### src/rtl/vrht_pkg.sv
// Shared types and constants for the viewshed ray horizon tracker.
package vrht_pkg;

  localparam int RAY_W       = 12;
  localparam int PIX_W       = 16;
  localparam int HEIGHT_W    = 25;
  localparam int DIST_W      = 27;
  localparam int ANGLE_W     = 32;
  localparam int RAY_COUNT_DEF = 4096;

  // Shared divider geometry: numerator covers d*d, c1*c1 and |elev|<<16.
  localparam int DIV_NUM_W = 54;
  localparam int DIV_DEN_W = 32;
  localparam int DIV_CNT_W = $clog2(DIV_NUM_W);

  localparam int C1_W   = 24;
  localparam int C2_W   = 16;
  localparam int ELEV_W = 27;

  // Curvature divides by 2R and 6R; both carry a factor of eight, dropped up front.
  localparam int     RECIP_PRE_SH = 3;
  localparam longint EARTH_2R_ODD = 64'sd159453425;
  localparam longint EARTH_6R_ODD = 64'sd478360275;

  // Reciprocals exact for the pre-shifted squares (below 2^51 and 2^45).
  localparam int RECIP_W  = 52;
  localparam int LIMB_W   = 26;
  localparam int C1_SHIFT = 79;
  localparam int C2_SHIFT = 74;
  localparam logic [RECIP_W-1:0] RECIP_2R =
    RECIP_W'(((104'd1 << C1_SHIFT) + 104'(EARTH_2R_ODD) - 104'd1) / 104'(EARTH_2R_ODD));
  localparam logic [RECIP_W-1:0] RECIP_6R =
    RECIP_W'(((104'd1 << C2_SHIFT) + 104'(EARTH_6R_ODD) - 104'd1) / 104'(EARTH_6R_ODD));

  localparam logic signed [ANGLE_W-1:0] ANGLE_MIN = {1'b1, {(ANGLE_W-1){1'b0}}};
  localparam logic signed [ANGLE_W-1:0] ANGLE_MAX = {1'b0, {(ANGLE_W-1){1'b1}}};

  typedef enum logic [3:0] {
    S_CLEAR, S_IDLE, S_LOAD, S_RM1, S_MUL2, S_RM2,
    S_ELEV, S_ST3, S_DV3, S_DONE
  } state_e;

  typedef struct packed {
    logic                 start;
    logic [DIV_NUM_W-1:0] num;
    logic [DIV_DEN_W-1:0] den;
  } div_req_t;

  typedef struct packed {
    logic                 done;
    logic [DIV_NUM_W-1:0] quot;
  } div_rsp_t;

endpackage

### src/rtl/vrht_div.sv
// Restoring unsigned divider, one quotient bit per cycle.
module vrht_div (
  input  logic                clk_i,
  input  logic                rst_ni,
  input  vrht_pkg::div_req_t  req_i,
  output vrht_pkg::div_rsp_t  rsp_o
);
  import vrht_pkg::*;

  logic [DIV_NUM_W-1:0] num_q;
  logic [DIV_DEN_W-1:0] den_q;
  logic [DIV_DEN_W-1:0] rem_q;
  logic [DIV_CNT_W-1:0] cnt_q;
  logic                 busy_q;
  logic                 done_q;
  logic [DIV_DEN_W:0]   rem_sh;
  logic                 ge;
  logic [DIV_DEN_W:0]   rem_sub;

  assign rem_sh  = {rem_q, num_q[DIV_NUM_W-1]};
  assign ge      = rem_sh >= {1'b0, den_q};
  assign rem_sub = rem_sh - {1'b0, den_q};

  always_ff @(posedge clk_i or negedge rst_ni) begin
    if (!rst_ni) begin
      busy_q <= 1'b0;
      done_q <= 1'b0;
      cnt_q  <= '0;
    end else begin
      done_q <= busy_q && (cnt_q == '0);
      if (req_i.start) begin
        busy_q <= 1'b1;
        cnt_q  <= DIV_CNT_W'(DIV_NUM_W - 1);
      end else if (busy_q) begin
        cnt_q <= cnt_q - 1'b1;
        if (cnt_q == '0) busy_q <= 1'b0;
      end
    end
  end

  always_ff @(posedge clk_i) begin
    if (req_i.start) begin
      num_q <= req_i.num;
      den_q <= req_i.den;
      rem_q <= '0;
    end else if (busy_q) begin
      // Shift in the next numerator bit, subtract when it fits.
      num_q <= {num_q[DIV_NUM_W-2:0], ge};
      rem_q <= ge ? rem_sub[DIV_DEN_W-1:0] : rem_sh[DIV_DEN_W-1:0];
    end
  end

  assign rsp_o.done = done_q;
  assign rsp_o.quot = num_q;
endmodule

### config.mk
export PLATFORM = sky130hd
export DESIGN_NAME = vrht_div
export DESIGN_NICKNAME = d
export VERILOG_FILES = /design/src/rtl/vrht_pkg.sv /design/src/rtl/vrht_div.sv
export SDC_FILE = /design/constraint.sdc
export NUM_CORES = 1
export LEC_CHECK = 0
export BUFFER_PORTS_ARGS = -buffer_cell sky130_fd_sc_hd__buf_2
export CAP_MARGIN = 20
export CORE_MARGIN = 10
export CORE_UTILIZATION = 52
export CTS_CLUSTER_DIAMETER = 150
export DETAILED_ROUTE_END_ITERATION = 8
export PLACE_DENSITY = 0.89
export SLEW_MARGIN = 0
export SYNTH_ARGS = -nofsm -noshare
export SYNTH_HDL_FRONTEND = slang
export SYNTH_SLANG_ARGS = --single-unit
### constraint.sdc
create_clock -name clk_i -period 3.1 [get_ports clk_i]
set_input_delay 0.465 -clock clk_i [delete_from_list [all_inputs] [get_ports clk_i]]
set_output_delay 0.465 -clock clk_i [all_outputs]
set_load 0.01 [all_outputs]
==> Word-level counts from Yosys, hierarchy flattened <==
Cells that the tools add are included.
Widths: inputs -> output; s select.
{ "word_totals": {"register_bits": 126, "out_inout_bits": 55, "wordCells": 20} }
{ "op_classes": {"n_addsub": 2, "magnitude_cmp": 1, "n_mux": 8, "n_reduce_logical": 3} }
{ "op_table": {"columns": ["cell", "n"], "rows": [
  ["$mux 54", 2],
  ["$ge 33x32->1", 1],
  ["$mux 32", 1],
  ["$sub 32x32->32", 1],
  ["$mux 6", 2],
  ["$logic_not 6->1", 1],
  ["$sub 6x1->6 const B", 1],
  ["$mux 1", 3],
  ["$reduce_bool 2->1", 1],
  ["$logic_and 1x1->1", 1]
]} }

==> Longest topological paths before layout <==
{ "logic_depth": {"word_depth": 4, "depth_mapped": 13, "depth_no_buf": 12} }

==> Worst setup path before layout <==
No wires, ideal clock.
{ "synth_path": {"path_type": "register to register", "start": "register num_q[53]", "end": "register rem_q[28]", "setup_time_ns": 0.131, "arrival_ns": 2.508, "required_ns": 2.969, "setup_slack_ns": 0.461, "stages_incl_launch_ff": 13, "n_path_buf": 0, "period_less_slack_ns": 2.639, "cell_sequence": "edfxtp_1 > inv_1 > ha_1 > fa_1 > nor2b_1 > o2111ai_1 > a211oi_1 > o21ai_1 > a31oi_1 > a2111oi_0 > o2111ai_1 > o31a_1 > a21oi_2"} }
{ "synth_via": {"elab_chain_cells": 2, "elab_cells_between_ends": 3, "classes_between": "1 x add/sub; 1 x order compare; 1 x mux"} }
{ "synth_rtl": {"columns": ["item", "line", "source"], "rows": [
  ["from (decl)", "vrht_div.sv:10", "logic [DIV_NUM_W-1:0] num_q;"],
  ["from (signal assigned)", "vrht_div.sv:43", "num_q <= req_i.num;"],
  ["from (signal assigned)", "vrht_div.sv:48", "num_q <= {num_q[DIV_NUM_W-2:0], ge};"],
  ["$sub 32x32->32 or $ge 33x32->1 (tied branches)", "vrht_div.sv:22, vrht_div.sv:21", null],
  ["$mux 32 (*)", "vrht_div.sv:49", "rem_q <= ge ? rem_sub[DIV_DEN_W-1:0] : rem_sh[DIV_DEN_W-1:0];"],
  ["to (signal assigned)", "vrht_div.sv:49", null],
  ["to (decl)", "vrht_div.sv:12", "logic [DIV_DEN_W-1:0] rem_q;"]
]} }
Every way passes the cells marked *; elsewhere a longest branch is shown, timed or not.
A chain may end at the register's enable or synchronous reset.

==> Final worst setup path <==
{ "layout_path": {"start": "register den_q[1]", "end": "register rem_q[8]"} }
{ "layout_via": {"elab_chain_cells": 2, "elab_cells_between_ends": 3, "classes_between": "1 x add/sub; 1 x order compare; 1 x mux"} }
{ "layout_rtl": {"columns": ["item", "line", "source"], "rows": [
  ["from (decl)", "vrht_div.sv:11", "logic [DIV_DEN_W-1:0] den_q;"],
  ["from (signal assigned)", "vrht_div.sv:44", "den_q <= req_i.den;"],
  ["$sub 32x32->32 or $ge 33x32->1 (tied branches)", "vrht_div.sv:22, vrht_div.sv:21", null],
  ["$mux 32 (*)", "vrht_div.sv:49", null]
]} }
Marked as above.

==> flow_summary.yaml <==
timing:
  hold_viol: 0
  fmax_mhz: 344
  clock_skew_ns: 0.00803
  fin_hold_ws_ns: 0.210
  period_needed_ns: 2.91
  tightest_slew_ns: 0.642
  relSlewSlack_pct: 56.8
  setup_slack_ns: 0.192
  setup_viol: 0
  slew_violations: 0
  period_share_pct: 93.8
clocking:
  path_clk_slew_ns: 0.06
  clock-sinks: 126
  cts_tree: "yes"
  cts_buffer_depth: 2
  root_buffer: "clkbuf_16"
  insertion_delay_ns: 0.43
  htreeDepth: 4
  numCtsBuffers: 17
placement:
  dp.final_hpwl_um: 12000
  port_buffers: 143
  placed_area_mm2: 0.00769
  gp_congestion: 0.858
  dp_slack_ns: 0.158
power_and_ir_drop:
  p_leak_nw: 3.58
  vdd_ir_drop_max_mv: 0.512
  totalPowerFinal_mw: 5.56
  power_density_mw_per_mm2: 668
global_routing:
  antenna_found_initial: 1
  grt_pass1_wl_um: 26600
  grt_max_degree: 62
  grt.overflow.total: 0
  grt_use_total_pct: 18.2
  grt_pass1_vias: 5420
yosys:
  synthArstFlopShare_pct: 6.35
  ys_seq_area_share_pct: 50.3
  synth.most_common_cell: "edfxtp_1"
  synth.area.top_cells: "edfxtp_1 (38%), dfxtp_1 (9.4%), mux2_2 (8.9%)"
  synth_area_mm2: 0.00681
  synth_seq_cells: 126
  synth_nets: 760
  syn_area_per_cell_um2: 10.7
  synth_top_area_cell: "edfxtp_1"
  synth-edff-count: 86
  ys_top_cells_by_count: "edfxtp_1 (86), nand2_1 (81), mux2_2 (54)"
  synthDistinctLibCells: 54
  synth_top_cell_area_share_pct: 37.9
  synthCells: 636
  ys_warn_count: 0
  synthFlopType: "edfxtp_1"
routing:
  antenna_left: 0
  drt_iter0_markers: 473
  wl_per_cell_um: 17.2
  drc: 0
  dr.pass1.iters: 5
  routed_wl_um: 16600
  via_count: 5453
  via_per_inst: 5.66
final_layout:
  nets: 901
  fillers: 1002
  area_growth_pct: 22.3
  stdcell_area_mm2: 0.00833
  drive_gt1_share_pct: 31.3
setup_path:
  critPathMaxFanout: 17
  worst_ep_arrival_time_ns: 3.22
  critPathKind: "flip-flop to flip-flop"
  startpoint_type: "flip-flop"
  crit_path_start: "den_q[1]"
  end_kind: "flip-flop"
  required_ns: 3.42
  r2r-start: "den_q[1]"
run_status:
  status: "completed"
floorplan:
  placementRows: 41
  die_w_um: 134
  coreArea_mm2: 0.0127
  die_area_mm2: 0.0181
  die_y_um: 134
  num_io_pins: 144
  start_util_pct: 53.5
min_path:
  hold_class: "input port to flip-flop"
  min_from: "req_i[19]"
run:
  max_cap_viol_count: 0
==> worst max-delay path, cell delays in order (launching register included) <==
cell and delay, ns:
edfxtp_1 0.38, inv_1 0.06, ha_1 0.30, nor2b_1 0.17
o2111ai_1 0.14, a2111o_1 0.43, a21oi_2 0.23, nor4_4 0.09
o21a_4 0.30, or3_1 0.38, a311oi_1 0.31
==> flip-flops by register name (all words and copies together) (netlist names) <==
name and count:
done_q 1, cnt_q 6, rem_q 32, busy_q 1, num_q 54, den_q 32
==> per-layer routing <==
layer | GRT usage (%) | routed length, um | up-vias
met5 | 0 | 0 | -
met4 | 7.26 | 308 | 0
met3 | 9.00 | 1660 | 28
met2 | 29.2 | 7910 | 208
met1 | 20.3 | 6740 | 2597
li1 | - | - | 2620
==> final timing paths <==
kind	to	slack, ns	depth (start not counted)
worst max register to register	rem_q[8]	0.19	10
worst max-delay path	rem_q[8]	0.19	10
worst min register to register	rem_q[17]	0.50	2
min in group asynchronous	cnt_q[1]	0.41	2
worst min-delay path	den_q[19]	0.21	1
max in group asynchronous	busy_q	2.52	2
==> per-stage QoR <==
stage,std cells,util (%),TNS [ns]
6_report,963,65.5,0
5_1_grt,963,65.5,-0.00503
4_1_cts,961,65.2,0
3_5_place_dp,928,60.5,0
3_3_place_gp,928,60.5,0
2_1_floorplan,636,-,0
==> timing repair <==
action / 4_1_cts / 5_1_grt
buffers inserted: 0 / 0
gates resized for setup: 0 / 5
hold buffers: 1 / 0
endpoints found under the hold margin: 8 / 0
setup endpoints to repair: 0 / 8
==> kinds of logic after synthesis <==
group / after synthesis / share of synthesized area (%)
buf+inv: 73 / 4.30
mux: 54 / 8.93
flops: 126 / 50.3
compound gates: 138 / 14.2
simple gates: 180 / 11.8
fa+ha+maj: 35 / 6.54
xor+xnor: 30 / 3.86
==> layout make-up <==
| cell class | count | area, um2 | area share (%) |
|---|---|---|---|
| repair buffers | 153 | 821 | 9.86 |
| diodes | 1 | 2.50 | 0.0301 |
| flip-flops and latches | 126 | 3420 | 41.1 |
| inverters | 41 | 154 | 1.85 |
| multi-input cells | 438 | 3130 | 37.5 |
| clock buffers | 18 | 429 | 5.15 |
| clock inverters | 14 | 156 | 1.88 |
| well taps | 172 | 215 | 2.58 |
==> layout by cell type, fill, tap and decap left out, types with 9 or more instances in the layout <==
| cell type | count |
|---|---|
| a21o_1 | 15 |
| o21ai_0 | 12 |
| clkbuf_16 | 17 |
| buf_2 | 142 |
| ha_1 | 34 |
| xnor2_1 | 23 |
| a311oi_1 | 25 |
| inv_1 | 41 |
| dfxtp_1 | 32 |
| nor2_1 | 50 |
| nand2_1 | 81 |
| mux2_2 | 54 |
| a21oi_1 | 36 |
| a211oi_1 | 13 |
| edfxtp_1 | 86 |
| nand4_1 | 9 |
==> power breakdown <==
part           leakage, nW  switching [mW]  internal (mW)
registers             1.23           0.126           2.02
logic                 2.07           0.813          0.620
clock network        0.276           0.785           1.20
No activity file was read; power rests on OpenSTA's default activity.
